## src/hdl/crfb_pkg.sv

```systemverilog
// crfb_pkg: shared types and constants for the clipped rectangle fill byte stream
// holds field widths, register defaults, display command codes and the result struct
// no dependencies
package crfb_pkg;

  localparam int COORD_W = 16;
  localparam int COLOUR_W = 16;
  localparam int PANEL_W = 12;
  localparam int BYTES_W = 25;
  localparam int STEP_W = 4;
  localparam int REG_IDX_W = 1;

  localparam int CHUNK_BYTES_DEF = 256;

  localparam logic [PANEL_W-1:0] PANEL_WIDTH_RST = 12'd320;
  localparam logic [PANEL_W-1:0] PANEL_HEIGHT_RST = 12'd240;

  // register indexes on the write port
  localparam logic [REG_IDX_W-1:0] REG_PANEL_WIDTH = 1'b0;
  localparam logic [REG_IDX_W-1:0] REG_PANEL_HEIGHT = 1'b1;

  // input commands
  localparam logic CMD_START = 1'b0;
  localparam logic CMD_PULL = 1'b1;

  // display command bytes
  localparam logic [7:0] DCS_CASET = 8'h2A;
  localparam logic [7:0] DCS_RASET = 8'h2B;
  localparam logic [7:0] DCS_RAMWR = 8'h2C;

  typedef struct packed {
    logic [7:0] out_byte;
    logic       is_data;
    logic       select_release;
    logic       last_byte;
    logic       idle;
  } res_t;

endpackage

```

## src/hdl/crfb_req_if.sv

```systemverilog
// crfb_req_if: request channel, start or pull commands with the rectangle payload
// depends on crfb_pkg for field widths
interface crfb_req_if;
  logic                                 valid;
  logic                                 ready;
  logic                                 cmd;
  logic signed [crfb_pkg::COORD_W-1:0]  rect_x;
  logic signed [crfb_pkg::COORD_W-1:0]  rect_y;
  logic signed [crfb_pkg::COORD_W-1:0]  rect_w;
  logic signed [crfb_pkg::COORD_W-1:0]  rect_h;
  logic        [crfb_pkg::COLOUR_W-1:0] fill_colour;

  modport source (output valid, cmd, rect_x, rect_y, rect_w, rect_h, fill_colour,
                  input ready);
  modport sink (input valid, cmd, rect_x, rect_y, rect_w, rect_h, fill_colour,
                output ready);
endinterface

```

## src/hdl/crfb_res_if.sv

```systemverilog
// crfb_res_if: result channel, one display byte with its flags per beat
// no package dependency beyond plain widths
interface crfb_res_if;
  logic       valid;
  logic       ready;
  logic [7:0] out_byte;
  logic       is_data;
  logic       select_release;
  logic       last_byte;
  logic       idle;

  modport source (output valid, out_byte, is_data, select_release, last_byte, idle,
                  input ready);
  modport sink (input valid, out_byte, is_data, select_release, last_byte, idle,
                output ready);
endinterface

```

## src/hdl/clipped_rect_fill_byte_stream.sv

```systemverilog
// clipped_rect_fill_byte_stream: top level of the rectangle fill byte source
// depends on crfb_pkg, crfb_req_if and crfb_res_if
//
// usage: the req channel carries start beats (cmd 0) with a rectangle and colour,
// and pull beats (cmd 1). a start clips the rectangle to the panel set through
// the write port (wr_en, wr_index, wr_data) and arms a new stream, replacing any
// stream still pending; an empty clip just cancels. a start gives no res beat.
// each pull gives exactly one res beat: the next byte of the stream (0x2A plus
// column bounds, 0x2B plus row bounds, 0x2C, then colour bytes high first) with
// its data/command, select release and last flags, or an idle beat when nothing
// is pending.
// a pull's byte is registered in out_res, or in the skid stage while res stalls.
// throughput: one req beat per cycle unless the skid is full; the byte comes
// straight from the header step and pixel counters, and the pixel byte count is
// multiplied out in the cycle after a start, well before the header is done.
// the result register is backed by a one-entry skid stage, so req keeps moving
// for one beat while res stalls; req.ready drops only when the skid is full.
// reset (synchronous, active high) idles the stream, empties both output stages
// and sets the panel to 320 by 240.
module clipped_rect_fill_byte_stream #(
  parameter int CHUNK_BYTES = crfb_pkg::CHUNK_BYTES_DEF
) (
  input  logic                            clk,
  input  logic                            rst,
  input  logic                            wr_en,
  input  logic [crfb_pkg::REG_IDX_W-1:0]  wr_index,
  input  logic [crfb_pkg::PANEL_W-1:0]    wr_data,
  crfb_req_if.sink                        req,
  crfb_res_if.source                      res
);

  localparam int CHUNK_W = $clog2(CHUNK_BYTES);
  localparam logic [CHUNK_W-1:0] CHUNK_LAST = CHUNK_W'(CHUNK_BYTES - 1);
  localparam int PW = crfb_pkg::PANEL_W;
  localparam int SW = 19;

  // header steps
  localparam logic [3:0] HDR_CASET = 4'd0;
  localparam logic [3:0] HDR_XS_HI = 4'd1;
  localparam logic [3:0] HDR_XS_LO = 4'd2;
  localparam logic [3:0] HDR_XE_HI = 4'd3;
  localparam logic [3:0] HDR_XE_LO = 4'd4;
  localparam logic [3:0] HDR_RASET = 4'd5;
  localparam logic [3:0] HDR_YS_HI = 4'd6;
  localparam logic [3:0] HDR_YS_LO = 4'd7;
  localparam logic [3:0] HDR_YE_HI = 4'd8;
  localparam logic [3:0] HDR_YE_LO = 4'd9;
  localparam logic [3:0] HDR_RAMWR = 4'd10;
  localparam logic [3:0] HDR_DONE = 4'd11;

  logic [PW-1:0] panel_width;
  logic [PW-1:0] panel_height;

  logic [PW-1:0] col_start, col_end, row_start, row_end;
  logic [PW-1:0] clip_w, clip_h;
  logic [crfb_pkg::COLOUR_W-1:0] held_colour;
  logic [crfb_pkg::STEP_W-1:0] header_step;
  logic [crfb_pkg::BYTES_W-1:0] pixel_bytes_left;
  logic [CHUNK_W-1:0] chunk_position;
  logic stream_active;
  logic mul_pending;

  crfb_pkg::res_t out_res, skid_res, r;
  logic out_valid, skid_valid;
  logic r_valid;

  logic in_fire, is_start, is_pull;

  assign req.ready = !skid_valid;
  assign in_fire = req.valid && req.ready;
  assign is_start = in_fire && (req.cmd == crfb_pkg::CMD_START);
  assign is_pull = in_fire && (req.cmd == crfb_pkg::CMD_PULL);

  // config writes
  always_ff @(posedge clk) begin
    if (rst) begin
      panel_width <= crfb_pkg::PANEL_WIDTH_RST;
      panel_height <= crfb_pkg::PANEL_HEIGHT_RST;
    end else if (wr_en) begin
      case (wr_index)
        crfb_pkg::REG_PANEL_WIDTH: panel_width <= wr_data;
        crfb_pkg::REG_PANEL_HEIGHT: panel_height <= wr_data;
        default: ;
      endcase
    end
  end

  // clipping, 19-bit signed holds every intermediate sum
  logic signed [SW-1:0] x0, y0, w0, h0, x1, y1, w1, h1, w2, h2, pws, phs;
  logic clip_empty;

  always_comb begin
    x0 = SW'(req.rect_x);
    y0 = SW'(req.rect_y);
    w0 = SW'(req.rect_w);
    h0 = SW'(req.rect_h);
    pws = $signed({{(SW-PW){1'b0}}, panel_width});
    phs = $signed({{(SW-PW){1'b0}}, panel_height});
    if (x0 < 0) begin
      w1 = w0 + x0;
      x1 = '0;
    end else begin
      w1 = w0;
      x1 = x0;
    end
    if (y0 < 0) begin
      h1 = h0 + y0;
      y1 = '0;
    end else begin
      h1 = h0;
      y1 = y0;
    end
    w2 = (x1 + w1 > pws) ? pws - x1 : w1;
    h2 = (y1 + h1 > phs) ? phs - y1 : h1;
    clip_empty = (w2 <= 0) || (h2 <= 0);
  end

  logic signed [SW-1:0] x_end, y_end;
  assign x_end = x1 + w2 - SW'(1);
  assign y_end = y1 + h2 - SW'(1);

  // next byte of the stream
  logic [crfb_pkg::BYTES_W-1:0] left_next;
  logic chunk_wrap;

  assign left_next = (pixel_bytes_left != '0) ? pixel_bytes_left - 1'b1 : pixel_bytes_left;
  assign chunk_wrap = (chunk_position == CHUNK_LAST);

  always_comb begin
    r = '0;
    r_valid = is_pull;
    if (!stream_active) begin
      r.idle = 1'b1;
    end else if (header_step != HDR_DONE) begin
      case (header_step)
        HDR_CASET: r.out_byte = crfb_pkg::DCS_CASET;
        HDR_XS_HI: r.out_byte = 8'(col_start >> 8);
        HDR_XS_LO: r.out_byte = col_start[7:0];
        HDR_XE_HI: r.out_byte = 8'(col_end >> 8);
        HDR_XE_LO: r.out_byte = col_end[7:0];
        HDR_RASET: r.out_byte = crfb_pkg::DCS_RASET;
        HDR_YS_HI: r.out_byte = 8'(row_start >> 8);
        HDR_YS_LO: r.out_byte = row_start[7:0];
        HDR_YE_HI: r.out_byte = 8'(row_end >> 8);
        HDR_YE_LO: r.out_byte = row_end[7:0];
        default: r.out_byte = crfb_pkg::DCS_RAMWR;
      endcase
      r.is_data = !(header_step == HDR_CASET || header_step == HDR_RASET ||
                    header_step == HDR_RAMWR);
      r.select_release = (header_step == HDR_XE_LO || header_step == HDR_YE_LO ||
                          header_step == HDR_RAMWR);
    end else begin
      // even count left means the high colour byte is next
      r.out_byte = pixel_bytes_left[0] ? held_colour[7:0] : held_colour[15:8];
      r.is_data = 1'b1;
      r.select_release = chunk_wrap || (left_next == '0);
      r.last_byte = (left_next == '0);
    end
  end

  // stream state
  always_ff @(posedge clk) begin
    if (rst) begin
      stream_active <= 1'b0;
      header_step <= '0;
      mul_pending <= 1'b0;
    end else if (is_start) begin
      stream_active <= !clip_empty;
      header_step <= HDR_CASET;
      mul_pending <= !clip_empty;
    end else begin
      mul_pending <= 1'b0;
      if (is_pull && stream_active) begin
        if (header_step != HDR_DONE) begin
          header_step <= header_step + 1'b1;
        end else if (left_next == '0) begin
          stream_active <= 1'b0;
        end
      end
    end
  end

  always_ff @(posedge clk) begin
    if (is_start && !clip_empty) begin
      col_start <= x1[PW-1:0];
      col_end <= x_end[PW-1:0];
      row_start <= y1[PW-1:0];
      row_end <= y_end[PW-1:0];
      clip_w <= w2[PW-1:0];
      clip_h <= h2[PW-1:0];
      held_colour <= req.fill_colour;
      chunk_position <= '0;
    end else if (is_pull && stream_active && header_step == HDR_DONE) begin
      chunk_position <= chunk_wrap ? '0 : chunk_position + 1'b1;
    end
    // byte count is multiplied out in the cycle after the start, from the registered clip size
    if (mul_pending) begin
      pixel_bytes_left <= {(2*PW)'(clip_w) * (2*PW)'(clip_h), 1'b0};
    end else if (is_pull && stream_active && header_step == HDR_DONE) begin
      pixel_bytes_left <= left_next;
    end
  end

  // result register with skid stage
  always_ff @(posedge clk) begin
    if (rst) begin
      out_valid <= 1'b0;
      skid_valid <= 1'b0;
    end else if (!out_valid || res.ready) begin
      out_valid <= skid_valid || r_valid;
      skid_valid <= 1'b0;
    end else if (r_valid) begin
      skid_valid <= 1'b1;
    end
  end

  always_ff @(posedge clk) begin
    if (!out_valid || res.ready) begin
      out_res <= skid_valid ? skid_res : r;
    end else if (r_valid) begin
      skid_res <= r;
    end
  end

  assign res.valid = out_valid;
  assign res.out_byte = out_res.out_byte;
  assign res.is_data = out_res.is_data;
  assign res.select_release = out_res.select_release;
  assign res.last_byte = out_res.last_byte;
  assign res.idle = out_res.idle;

  a_step_range: assert property (@(posedge clk) disable iff (rst)
    header_step <= HDR_DONE)
    else $error("header step past the end of the header");

  a_skid_behind_out: assert property (@(posedge clk) disable iff (rst)
    skid_valid |-> out_valid)
    else $error("skid stage holds a beat while the result register is empty");

  a_count_ready: assert property (@(posedge clk) disable iff (rst)
    stream_active && header_step == HDR_DONE |-> !mul_pending && pixel_bytes_left != '0)
    else $error("pixel phase reached without a byte count");

  a_last_ends: assert property (@(posedge clk) disable iff (rst)
    is_pull && r.last_byte |=> !stream_active)
    else $error("stream still active after its last byte");

  a_no_drop: assert property (@(posedge clk) disable iff (rst)
    r_valid |-> (!out_valid || res.ready || !skid_valid))
    else $error("result produced with both output stages full");

endmodule
```

## src/flat_wrapper.sv

```systemverilog
// flat-port wrapper written by rule: the top's interface ports become plain ports
module clipped_rect_fill_byte_stream_flat 
#(
  parameter int CHUNK_BYTES = crfb_pkg::CHUNK_BYTES_DEF
)
  (clk, rst, wr_en, wr_index, wr_data, req_valid, req_cmd, req_rect_x, req_rect_y, req_rect_w, req_rect_h, req_fill_colour, req_ready, res_valid, res_out_byte, res_is_data, res_select_release, res_last_byte, res_idle, res_ready);
  crfb_req_if req_i ();
  crfb_res_if res_i ();
  input  logic clk;
  input  logic rst;
  input  logic wr_en;
  input  logic [crfb_pkg::REG_IDX_W-1:0] wr_index;
  input  logic [crfb_pkg::PANEL_W-1:0] wr_data;
  input wire logic [$bits(req_i.valid)-1:0] req_valid;
  input wire logic [$bits(req_i.cmd)-1:0] req_cmd;
  input wire logic [$bits(req_i.rect_x)-1:0] req_rect_x;
  input wire logic [$bits(req_i.rect_y)-1:0] req_rect_y;
  input wire logic [$bits(req_i.rect_w)-1:0] req_rect_w;
  input wire logic [$bits(req_i.rect_h)-1:0] req_rect_h;
  input wire logic [$bits(req_i.fill_colour)-1:0] req_fill_colour;
  output wire logic [$bits(req_i.ready)-1:0] req_ready;
  output wire logic [$bits(res_i.valid)-1:0] res_valid;
  output wire logic [$bits(res_i.out_byte)-1:0] res_out_byte;
  output wire logic [$bits(res_i.is_data)-1:0] res_is_data;
  output wire logic [$bits(res_i.select_release)-1:0] res_select_release;
  output wire logic [$bits(res_i.last_byte)-1:0] res_last_byte;
  output wire logic [$bits(res_i.idle)-1:0] res_idle;
  input wire logic [$bits(res_i.ready)-1:0] res_ready;
  assign req_i.valid = req_valid;
  assign req_i.cmd = req_cmd;
  assign req_i.rect_x = req_rect_x;
  assign req_i.rect_y = req_rect_y;
  assign req_i.rect_w = req_rect_w;
  assign req_i.rect_h = req_rect_h;
  assign req_i.fill_colour = req_fill_colour;
  assign req_ready = req_i.ready;
  assign res_valid = res_i.valid;
  assign res_out_byte = res_i.out_byte;
  assign res_is_data = res_i.is_data;
  assign res_select_release = res_i.select_release;
  assign res_last_byte = res_i.last_byte;
  assign res_idle = res_i.idle;
  assign res_i.ready = res_ready;
  clipped_rect_fill_byte_stream #(.CHUNK_BYTES(CHUNK_BYTES)) u_core (.clk(clk), .rst(rst), .wr_en(wr_en), .wr_index(wr_index), .wr_data(wr_data), .req(req_i), .res(res_i));
endmodule
```

## config.mk

```make
export PLATFORM = sky130hd
export DESIGN_NAME = clipped_rect_fill_byte_stream_flat
export DESIGN_NICKNAME = d
export VERILOG_FILES = /design/src/hdl/crfb_pkg.sv /design/src/hdl/crfb_req_if.sv /design/src/hdl/crfb_res_if.sv /design/src/hdl/clipped_rect_fill_byte_stream.sv /design/src/flat_wrapper.sv
export SDC_FILE = /design/constraint.sdc
export NUM_CORES = 1
export LEC_CHECK = 0
export ABC_AREA = 1
export BUFFER_PORTS_ARGS = -buffer_cell sky130_fd_sc_hd__buf_2
export CORE_MARGIN = 5
export CORE_UTILIZATION = 55
export CTS_BUF_LIST = sky130_fd_sc_hd__clkbuf_4 sky130_fd_sc_hd__clkbuf_8
export CTS_CLUSTER_SIZE = 10
export DETAILED_ROUTE_END_ITERATION = 12
export PLACE_DENSITY = 0.73
export SYNTH_ARGS = -nofsm -noshare
export SYNTH_HDL_FRONTEND = slang
export SYNTH_SLANG_ARGS = --single-unit
```

## constraint.sdc

```tcl
create_clock -name clk -period 19.1 [get_ports clk]
set_input_delay 1.91 -clock clk [delete_from_list [all_inputs] [get_ports clk]]
set_output_delay 1.91 -clock clk [all_outputs]
set_load 0.02 [all_outputs]
```

# == Yosys cells after proc, flatten, opt, wreduce, memory -nomap -nowiden ==
# Cells that the tools add are included.
# op_classes
order_cmp,6
n_eq_ne,14
n_mul,1
n_mux,21
n_addsub,13
reduce_logical,32
n_bitwise,4
# ops
cell,count
19-bit 2-to-1 mux,6
8-bit case mux with 10 select lines,1
25-bit 2-to-1 mux,3
19-bit adder,2
19-bit by 13-bit greater-than comparator with 1-bit output,2
"19-bit by 1-bit <= comparator with 1-bit output, second input constant",2
13-bit by 19-bit subtractor with 19-bit output,2
16-bit by 16-bit adder with 17-bit output,2
"16-bit by 1-bit less-than comparator with 1-bit output, second input constant",2
25-bit zero test,1
25-bit nonzero test,1
"25-bit by 1-bit subtractor with 25-bit output, second input constant",1
12-bit adder,2
12-bit by 12-bit multiplier with 24-bit output,1
"12-bit by 2-bit subtractor with 12-bit output, second input constant",2
"4-bit by 3-bit equality test with 1-bit output, second input constant",4
"4-bit equality test, second input constant",4
8-bit 2-to-1 mux,2
12-bit 2-to-1 mux,1
11-bit 2-to-1 mux,1
10-bit 2-to-1 mux,1
"8-bit by 1-bit adder with 8-bit output, second input constant",1
"4-bit by 2-bit equality test with 1-bit output, second input constant",2
"8-bit equality test, second input constant",1
14 further kinds,44
# word_totals
register_bits,177
wordCells,118
out_inout_bits,14

# == Depth between registers and ports, before layout ==
# Gate-level depths: netlist (run 1).
# logic_depth
depth_word,9
depth_mapped,50

# == Worst setup path before layout (run 1) ==
# Ideal clock, no wire load.
# synth_timing
path_kind,input-to-reg
from,in req_rect_y[15]
to,reg u_core.clip_h[0] (enable)
slack_ns,10.801
t_arrival_ns,7.857
required_time_ns,18.659
path_stages,33
cell_sequence,buf_4 > inv_1 > clkbuf_1 > buf_1 > nand2_1 > inv_1 > ha_1 > inv_1 > fa_1 > o21ai_2 > nand2_1 > nand2_1 > inv_1 > o21ai_0 > nand3_1 > nand2_1 > xor2_1 > ha_1 > a21oi_1 > o21a_1 > nand3_1 > nand2_1 > nand2_1 > nand2_1 > nand4_1 > nor2_1 > nand2_2 > nand2_4 > buf_12 > o211ai_1 > a21oi_1 > nand3_4 > inv_1
# synth_via
elab_chain_len,9
word_cells_on_any_way,12
cone_classes,add/sub: 3; order compare: 3; mux: 3; reduce/logical: 3
# synth_lines
element,line_no,rtl
from (decl),flat_wrapper.sv:17,input wire logic [$bits(req_i.rect_y)-1:0] req_rect_y;
16-bit by 1-bit less-than comparator with 1-bit output (*),clipped_rect_fill_byte_stream.sv:106,if (y0 < 0) begin
19-bit 2-to-1 mux (*),clipped_rect_fill_byte_stream.sv:106,
named net u_core.y1[0],clipped_rect_fill_byte_stream.sv:89,"logic signed [SW-1:0] x0, y0, w0, h0, x1, y1, w1, h1, w2, h2, pws, phs;"
19-bit adder,clipped_rect_fill_byte_stream.sv:114,h2 = (y1 + h1 > phs) ? phs - y1 : h1;
19-bit by 13-bit greater-than comparator with 1-bit output,clipped_rect_fill_byte_stream.sv:114,
19-bit 2-to-1 mux (*),clipped_rect_fill_byte_stream.sv:114,
19-bit by 1-bit <= comparator with 1-bit output (*),clipped_rect_fill_byte_stream.sv:115,clip_empty = (w2 <= 0) || (h2 <= 0);
1-bit logical OR (*),clipped_rect_fill_byte_stream.sv:115,
1-bit zero test (*),clipped_rect_fill_byte_stream.sv:184,if (is_start && !clip_empty) begin
1-bit logical AND (*),clipped_rect_fill_byte_stream.sv:184,
to (signal assigned),clipped_rect_fill_byte_stream.sv:190,clip_h <= h2[PW-1:0];
to (decl),clipped_rect_fill_byte_stream.sv:55,"logic [PW-1:0] clip_w, clip_h;"
# The timed path passes the listed nets; every way through them passes the cells marked *.
# A chain may end at the register's enable or synchronous reset.

# == Final worst setup path (run 1) ==
# layout_timing
from,in req_rect_x[0]
to,reg u_core.col_end[11] (data pin)
# layout_via
elab_chain_len,7
word_cells_on_any_way,10
cone_classes,add/sub: 5; order compare: 2; mux: 3
# layout_lines
element,line_no,rtl
from (decl),flat_wrapper.sv:16,input wire logic [$bits(req_i.rect_x)-1:0] req_rect_x;
16-bit by 16-bit adder with 17-bit output or 16-bit by 1-bit less-than comparator with 1-bit output (tied branches),"clipped_rect_fill_byte_stream.sv:100, clipped_rect_fill_byte_stream.sv:99",
19-bit 2-to-1 mux,clipped_rect_fill_byte_stream.sv:99,if (x0 < 0) begin
19-bit adder,clipped_rect_fill_byte_stream.sv:113,w2 = (x1 + w1 > pws) ? pws - x1 : w1;
19-bit by 13-bit greater-than comparator with 1-bit output,clipped_rect_fill_byte_stream.sv:113,
19-bit 2-to-1 mux (*),clipped_rect_fill_byte_stream.sv:113,
named net u_core.w2[2],clipped_rect_fill_byte_stream.sv:89,
12-bit adder (*),clipped_rect_fill_byte_stream.sv:119,assign x_end = x1 + w2 - SW'(1);
12-bit by 2-bit subtractor with 12-bit output (*),clipped_rect_fill_byte_stream.sv:119,
named net u_core.x_end[11],clipped_rect_fill_byte_stream.sv:118,"logic signed [SW-1:0] x_end, y_end;"
to (signal assigned),clipped_rect_fill_byte_stream.sv:186,col_end <= x_end[PW-1:0];
to (decl),clipped_rect_fill_byte_stream.sv:54,"logic [PW-1:0] col_start, col_end, row_start, row_end;"
# Marks and branches as above.

==> out/metrics.json, run 1 <==
{
  "status": {"value": "complete, no violations"},
  "crit_path_launch_type": {"value": "primary input"},
  "cts_resized": {"value": 0},
  "insertion_delay": {"value": 490, "unit": "ps"},
  "fin_hold_ws": {"value": 482.7, "unit": "ps"},
  "cts_max_level": {"value": 4},
  "ant_nets": {"value": 0},
  "share_of_cells_above_drive_strength_1": {"value": 0.07297},
  "antenna_cells": {"value": 0},
  "dp.final_hpwl": {"value": 42060, "unit": "um"},
  "cts-hold-fix-buffers": {"value": 0},
  "worst_clock_skew": {"value": 20.94, "unit": "ps"},
  "firstDrtPassIters": {"value": 6},
  "cts_sinks": {"value": 177},
  "fmax": {"value": 114.2, "unit": "MHz"},
  "yosysUniqueCellTypes": {"value": 57},
  "grt_antenna_before_repair": {"value": 0},
  "nets": {"value": 3060},
  "synthDominantAreaCellType": {"value": "sky130_fd_sc_hd__edfxtp_1"},
  "largest_family_of_logic_cells_by_synthesized_area": {"value": "adder cells"},
  "timing.critical_path.slowest_stage_cell": {"value": "sky130_fd_sc_hd__fa_1"},
  "switching_share": {"value": 0.4154},
  "arrival": {"value": 8990, "unit": "ps"},
  "initial_utilization": {"value": 0.5575},
  "combPwrFrac": {"value": 0.473},
  "power_per_cell_area": {"value": 66.04, "unit": "mW/mm^2"},
  "cts_root_buf": {"value": "sky130_fd_sc_hd__clkbuf_8"},
  "io_buffer_count": {"value": 112},
  "synth_top_area_share": {"value": 0.2121},
  "synthCells": {"value": 2553},
  "drv.max_cap_violation_count": {"value": 0},
  "hold_violations": {"value": 0},
  "globalRouteOverflowTotal": {"value": 0},
  "tritoncts": {"value": "yes"},
  "ys_warn_count": {"value": 0},
  "timing_max_transition_violations_final": {"value": 0},
  "max-vdd-ir-drop": {"value": 55.45, "unit": "uV"},
  "via_count": {"value": 16740},
  "postSynthRegisterBits": {"value": 177},
  "total_cts_buffers": {"value": 17},
  "count_of_boundary_i_o_pins": {"value": 113},
  "hold_path.class": {"value": "flip-flop to flip-flop"},
  "drt_drc_violations_left": {"value": 0},
  "die-height": {"value": 197.1, "unit": "um"},
  "drt_first_iter_violations": {"value": 1133},
  "clk_transition_reported_paths": {"value": 100, "unit": "ps"},
  "slew_headroom": {"value": 0.2683},
  "netlist_top_cells_count": {"value": "sky130_fd_sc_hd__nand2_1 (664), sky130_fd_sc_hd__inv_1 (498), sky130_fd_sc_hd__ha_1 (221)"},
  "drt-total-wl": {"value": 50330, "unit": "um"},
  "setup_viol": {"value": 0},
  "post_synthesis_compound_gate_area_fraction": {"value": 0.1035},
  "finalSetupTns": {"value": 0, "unit": "ps"},
  "worst_setup_path_end_kind": {"value": "flip-flop"},
  "synthFlopType": {"value": "sky130_fd_sc_hd__edfxtp_1"},
  "power.share.clock": {"value": 0.194},
  "layout-area-overhead-vs-synth": {"value": 6.724, "unit": "%"},
  "gr-usage-all-layers": {"value": 0.2601},
  "detail_route.wl_per_cell": {"value": 16.24, "unit": "um"},
  "intPower": {"value": 0.7935, "unit": "mW"},
  "final.min_clock_period": {"value": 8754, "unit": "ps"},
  "worst_path_largest_cell_delay": {"value": 480, "unit": "ps"},
  "seq_power_share": {"value": 0.333},
  "floorplan_die_area": {"value": 0.03886, "unit": "mm^2"},
  "die-width": {"value": 197.1, "unit": "um"},
  "synthTopCellsByArea": {"value": "sky130_fd_sc_hd__edfxtp_1 (21%), sky130_fd_sc_hd__ha_1 (14%), sky130_fd_sc_hd__nand2_1 (13%)"},
  "grt_pass1_wl": {"value": 82170, "unit": "um"},
  "multiplexer_share_of_the_synthesized_area": {"value": 0.003119},
  "postSynth.asyncResetShare": {"value": 0},
  "yosys.area_share.adder": {"value": 0.2558},
  "synth.avg_cell_area": {"value": 7.543, "unit": "um^2"},
  "grt_max_degree": {"value": 89},
  "syn_nets": {"value": 2981},
  "rsz0062_at_grt": {"value": "false"},
  "timing.critical_path.mode_cell": {"value": "sky130_fd_sc_hd__nand2_1"},
  "clk_path_buf_depth": {"value": 2},
  "worst-setup-path-type": {"value": "primary input to flip-flop"},
  "place_congestion": {"value": 0.9684},
  "total_switching_power": {"value": 0.5638, "unit": "mW"},
  "synth_xor_xnor_area_share": {"value": 0.04957},
  "synth-simple-area-share": {"value": 0.2223},
  "final.period_utilization": {"value": 0.4583},
  "critPathRequiredTime": {"value": 19340, "unit": "ps"},
  "cp_max_fo": {"value": 14},
  "seq_area_frac_synth": {"value": 0.2547},
  "vias_in_the_first_global_route": {"value": 16610},
  "syn_area": {"value": 0.01926, "unit": "mm^2"},
  "post-cts-setup-buffers": {"value": 0},
  "yosys.cell_count.top_type": {"value": "sky130_fd_sc_hd__nand2_1"},
  "design.core.area": {"value": 0.03454, "unit": "mm^2"},
  "synth_enable_flop_cells": {"value": 136},
  "power.leakage": {"value": 10.93, "unit": "nW"},
  "via_per_inst": {"value": 5.400},
  "measured_slew_at_the_worst_slew_check_pin": {"value": 1098, "unit": "ps"},
  "placementRows": {"value": 68}
}
[critical path: cells and delay by family]
family                     cells  cell delay [ps]
and+or+nand+nor               15             2070
adders and majority gates      6             2050
AOI/OAI and AO/OA             11             1920
xor gates and xnor gates       4              620
buffers and inverters          6              420
[cells by family (layout without fill, tap and decap cells)]
kind of cell | after synthesis | in the layout
xor gates and xnor gates | 109 | 109
and+or+nand+nor | 1017 | 1017
buffers and inverters | 555 | 647
DFF | 177 | 177
AOI/OAI and AO/OA | 360 | 360
adders and majority gates | 329 | 329
muxes | 6 | 6
[cells in the final DEF (no fill, tap or decap), drive strengths merged, types with 72 or more instances in the layout]
cell type    n
fa         108
ha         221
inv        509
nand2      678
xor2        72
nor2       138
edfxtp     136
a21oi      165
buf        113
nand3      117
o21ai      123
[per-stage QoR]
step / std cells / cell area, um^2 / utilization / total power, mW / worst slack [ps]
final: 3100 / 20550 / 0.5950 / 1.357 / 10350
after global routing: 3100 / 20550 / 0.5950 / 1.473 / 9655
after CTS: 3100 / 20550 / 0.5950 / 1.359 / 10410
after detailed placement: 3068 / 20140 / 0.5832 / 1.096 / 9910
after global placement: 3068 / 20140 / 0.5832 / 1.082 / 10140
after floorplan: 2553 / 19260 / - / 0.9434 / 10800
[layout make-up]
cell class | count | area (um^2)
Clock inverter | 14 | 161.4
Multi-Input combinational cell | 1821 | 12220
Tap cell | 455 | 569.3
Fill cell | 3194 | 13990
Sequential cell | 177 | 4905
Timing Repair Buffer | 113 | 568.0
Clock buffer | 18 | 247.7
Inverter | 502 | 1886
[power groups by stage]
stage	Combinational, mW	Clock (mW)	Sequential (mW)
3_5_place_dp	0.636	0	0.461
2_1_floorplan	0.486	0	0.457
6_report	0.642	0.264	0.452
3_3_place_gp	0.622	0	0.460
4_1_cts	0.639	0.268	0.452
5_1_grt	0.736	0.285	0.453
[metal layers]
layer / track usage / up-vias / wire length [um]
met5: 0 / - / 0
met4: 0.07730 / 0 / 1470
met3: 0.03002 / 95 / 2333
met2: 0.4632 / 436 / 24870
met1: 0.3341 / 7881 / 21660
li1: - / 8328 / -
[registers in the layout, summed over array words and instances, names as in the netlist, 4 cells and up]
signal / flops
u_core.pixel_bytes_left: 25
u_core.held_colour: 16
u_core.clip_h: 12
u_core.clip_w: 12
u_core.col_end: 12
u_core.col_start: 12
u_core.panel_height: 12
u_core.panel_width: 12
u_core.row_end: 12
u_core.row_start: 12
u_core.skid_res: 12
u_core.chunk_position: 8
u_core.res.out_byte: 8
u_core.header_step: 4
[final timing paths]
check | slack, ps | from | cells past startpoint | endpoint
worst min register to register | 480 | u_core.header_step[3]$_SDFFE_PP0P_ | 1 | u_core.header_step[3]$_SDFFE_PP0P_
worst min-delay path | 480 | u_core.header_step[3]$_SDFFE_PP0P_ | 1 | u_core.header_step[3]$_SDFFE_PP0P_
worst max-delay path | 10350 | req_rect_x[0] | 42 | u_core.col_end[11]$_DFFE_PP_
worst max register to register | 12940 | u_core.clip_w[0]$_DFFE_PP_ | 23 | u_core.pixel_bytes_left[24]$_DFFE_PP_
(Power assumes the default switching activity.)
==> run 2: changes to the inputs <==
Clock period 19.1 ns to 8.48 ns, I/O delays scaled along.
==> out/metrics.json, run 2 (synthesis gave the netlist of run 1 again) <==
{
  "arrival": {"value": 7700, "unit": "ps", "change": "was 8990 ps"},
  "timing_max_transition_violations_final": {"value": 0, "change": "unchanged"},
  "critPathRequiredTime": {"value": 8720, "unit": "ps", "change": "was 19340 ps"},
  "grt_max_degree": {"value": 71, "change": "was 89"},
  "place_worst_setup_slack": {"value": 649.7, "unit": "ps", "change": "was 9910 ps"},
  "max-vdd-ir-drop": {"value": 131.3, "unit": "uV", "change": "was 55.45 uV"},
  "firstDrtPassIters": {"value": 6, "change": "unchanged"},
  "setup_viol": {"value": 0, "change": "unchanged"},
  "clk_transition_reported_paths": {"value": 100, "unit": "ps", "change": "about the same"},
  "cts-hold-fix-buffers": {"value": 0, "change": "unchanged"},
  "share_of_cells_above_drive_strength_1": {"value": 0.07367, "change": "was 0.07297"},
  "multi_input_area": {"value": 0.01222, "unit": "mm^2", "change": "unchanged"},
  "fmax": {"value": 134.0, "unit": "MHz"},
  "measured_slew_at_the_worst_slew_check_pin": {"value": 1048, "unit": "ps", "change": "was 1098 ps"},
  "hold_violations": {"value": 0, "change": "unchanged"},
  "hold_path.class": {"value": "flip-flop to flip-flop", "change": "unchanged"},
  "ant_nets": {"value": 0, "change": "unchanged"},
  "via_count": {"value": 16820, "change": "was 16740"},
  "cts_resized": {"value": 0, "change": "unchanged"},
  "final.min_clock_period": {"value": 7463, "unit": "ps"},
  "crit_path_launch_type": {"value": "primary input", "change": "unchanged"},
  "vias_in_the_first_global_route": {"value": 16840, "change": "was 16610"},
  "insertion_delay": {"value": 490, "unit": "ps", "change": "about the same"},
  "power_per_cell_area": {"value": 148.9, "unit": "mW/mm^2", "change": "was 66.04 mW/mm^2"},
  "fill_cells": {"value": 3209, "change": "was 3194"},
  "count_of_boundary_i_o_pins": {"value": 113, "change": "unchanged"},
  "worst-setup-path-type": {"value": "primary input to flip-flop", "change": "unchanged"},
  "worst_path_largest_cell_delay": {"value": 470, "unit": "ps", "change": "was 480 ps"},
  "via_per_inst": {"value": 5.420, "change": "was 5.400"},
  "sequential_cell_area": {"value": 0.004905, "unit": "mm^2", "change": "unchanged"},
  "slew_headroom": {"value": 0.2995, "change": "was 0.2683"},
  "cts_sinks": {"value": 177, "change": "unchanged"},
  "mostFrequentLayoutCell": {"value": "sky130_fd_sc_hd__nand2_1", "change": "unchanged"},
  "drt_first_iter_violations": {"value": 1106, "change": "was 1133"},
  "design.core.area": {"value": 0.03454, "unit": "mm^2", "change": "unchanged"},
  "grt_antenna_before_repair": {"value": 1, "change": "was 0"},
  "layout-area-overhead-vs-synth": {"value": 6.854, "unit": "%", "change": "was 6.724%"},
  "critical_path_buf_inv_count": {"value": 5, "change": "was 6"},
  "timing.critical_path.slowest_stage_cell": {"value": "sky130_fd_sc_hd__fa_1", "change": "unchanged"},
  "placementRows": {"value": 68, "change": "unchanged"},
  "drv.max_cap_violation_count": {"value": 0, "change": "unchanged"},
  "layout_common_cells": {"value": "sky130_fd_sc_hd__nand2_1 (664), sky130_fd_sc_hd__inv_1 (497), sky130_fd_sc_hd__ha_1 (221)", "change": "unchanged"},
  "finalSetupTns": {"value": 0, "unit": "ps", "change": "unchanged"},
  "power.leakage": {"value": 10.93, "unit": "nW", "change": "about the same"},
  "rsz0062_at_grt": {"value": "false", "change": "unchanged"},
  "worst_clock_skew": {"value": 24.58, "unit": "ps", "change": "was 20.94 ps"},
  "final.period_utilization": {"value": 0.8800},
  "cp_max_fo": {"value": 14, "change": "unchanged"},
  "drt-total-wl": {"value": 49950, "unit": "um", "change": "was 50330 um"},
  "cp_top_family": {"value": "simple AND/OR/NAND/NOR gates", "change": "unchanged"},
  "tritoncts": {"value": "yes", "change": "unchanged"},
  "globalRouteOverflowTotal": {"value": 0, "change": "unchanged"},
  "cts_root_buf": {"value": "sky130_fd_sc_hd__clkbuf_8", "change": "unchanged"},
  "floorplan_die_area": {"value": 0.03886, "unit": "mm^2", "change": "unchanged"},
  "die-width": {"value": 197.1, "unit": "um", "change": "unchanged"},
  "grt_pass1_wl": {"value": 82120, "unit": "um", "change": "was 82170 um"},
  "initial_utilization": {"value": 0.5575, "change": "unchanged"},
  "total_cts_buffers": {"value": 17, "change": "unchanged"},
  "fin_ws": {"value": 1018, "unit": "ps", "change": "was 10350 ps"},
  "drt_drc_violations_left": {"value": 0, "change": "unchanged"},
  "cts_max_level": {"value": 4, "change": "unchanged"},
  "largestRegisters": {"value": "u_core.pixel_bytes_left (25), u_core.held_colour (16)", "change": "unchanged"},
  "die-height": {"value": 197.1, "unit": "um", "change": "unchanged"},
  "nets": {"value": 3062, "change": "was 3060"},
  "io_buffer_count": {"value": 112, "change": "unchanged"},
  "detail_route.wl_per_cell": {"value": 16.10, "unit": "um", "change": "was 16.24 um"},
  "dp.final_hpwl": {"value": 41700, "unit": "um", "change": "was 42060 um"},
  "place_congestion": {"value": 0.9893, "change": "was 0.9684"},
  "largest_register_ff_count": {"value": 25, "change": "unchanged"},
  "largest_register": {"value": "u_core.pixel_bytes_left", "change": "unchanged"},
  "gr-usage-all-layers": {"value": 0.2581, "change": "was 0.2601"},
  "timing.critical_path.mode_cell": {"value": "sky130_fd_sc_hd__nand2_1", "change": "unchanged"},
  "worst_setup_path_end_kind": {"value": "flip-flop", "change": "unchanged"},
  "post-cts-setup-buffers": {"value": 0, "change": "unchanged"},
  "power.total": {"value": 3.064, "unit": "mW", "change": "was 1.357 mW"},
  "status": {"value": "complete, no violations", "change": "unchanged"},
  "clk_path_buf_depth": {"value": 2, "change": "unchanged"}
}
[run 2: cell count changes in the layout (fill, tap and decap cells not counted), sizes merged]
| cell | previous run | this run |
|---|---|---|
| buf | 113 | 115 |
| clkinvlp | 1 | 3 |
| inv | 509 | 507 |
| bufinv | 0 | 1 |
| clkinv | 6 | 5 |
| diode | 0 | 1 |
[run 2: metal layers]
| metal | GRT usage | wire (um) | up-vias |
|---|---|---|---|
| met4 | 0.07242 | 1261 | 0 |
| met3 | 0.02780 | 2183 | 97 |
| met2 | 0.4679 | 25270 | 483 |
| met5 | 0 | 0 | - |
| li1 | - | - | 8329 |
| met1 | 0.3277 | 21230 | 7909 |
[run 2: final timing paths]
path	start	endpoint	slack (ps)	depth (start not counted)
worst min-delay path	u_core.header_step[3]$_SDFFE_PP0P_	u_core.header_step[3]$_SDFFE_PP0P_	490	1
worst min register to register	u_core.header_step[3]$_SDFFE_PP0P_	u_core.header_step[3]$_SDFFE_PP0P_	490	1
worst max register to register	u_core.clip_h[4]$_DFFE_PP_	u_core.pixel_bytes_left[24]$_DFFE_PP_	2250	23
worst max-delay path	req_rect_w[2]	u_core.col_end[11]$_DFFE_PP_	1020	40
[run 2: report_power, final]
part / internal, mW / switching [mW] / leakage (nW) / total [mW]
Clock: 0.250 / 0.350 / 0.196 / 0.600
Sequential: 0.999 / 0.0177 / 1.65 / 1.02
Combinational: 0.554 / 0.893 / 9.08 / 1.45
[run 2: through the flow]
step	hold WS [ps]	cell area (um^2)	util	instances
after floorplan	443.5	19260	-	2553
after global placement	464.4	20170	0.5840	3070
after detailed placement	460.6	20170	0.5840	3070
after CTS	479.6	20580	0.5957	3102
after global routing	505.4	20580	0.5957	3103
final	491.4	20580	0.5957	3103
[run 2: area by class of cell]
type                       count  area share
antenna                        1   0.0001216
inverter                     502     0.09163
timing repair buffer         115     0.02894
clock buffer                  18     0.01173
clock inverter                14    0.007904
tap                          455     0.02766
sequential                   177      0.2383
multi-input combinational   1821      0.5937
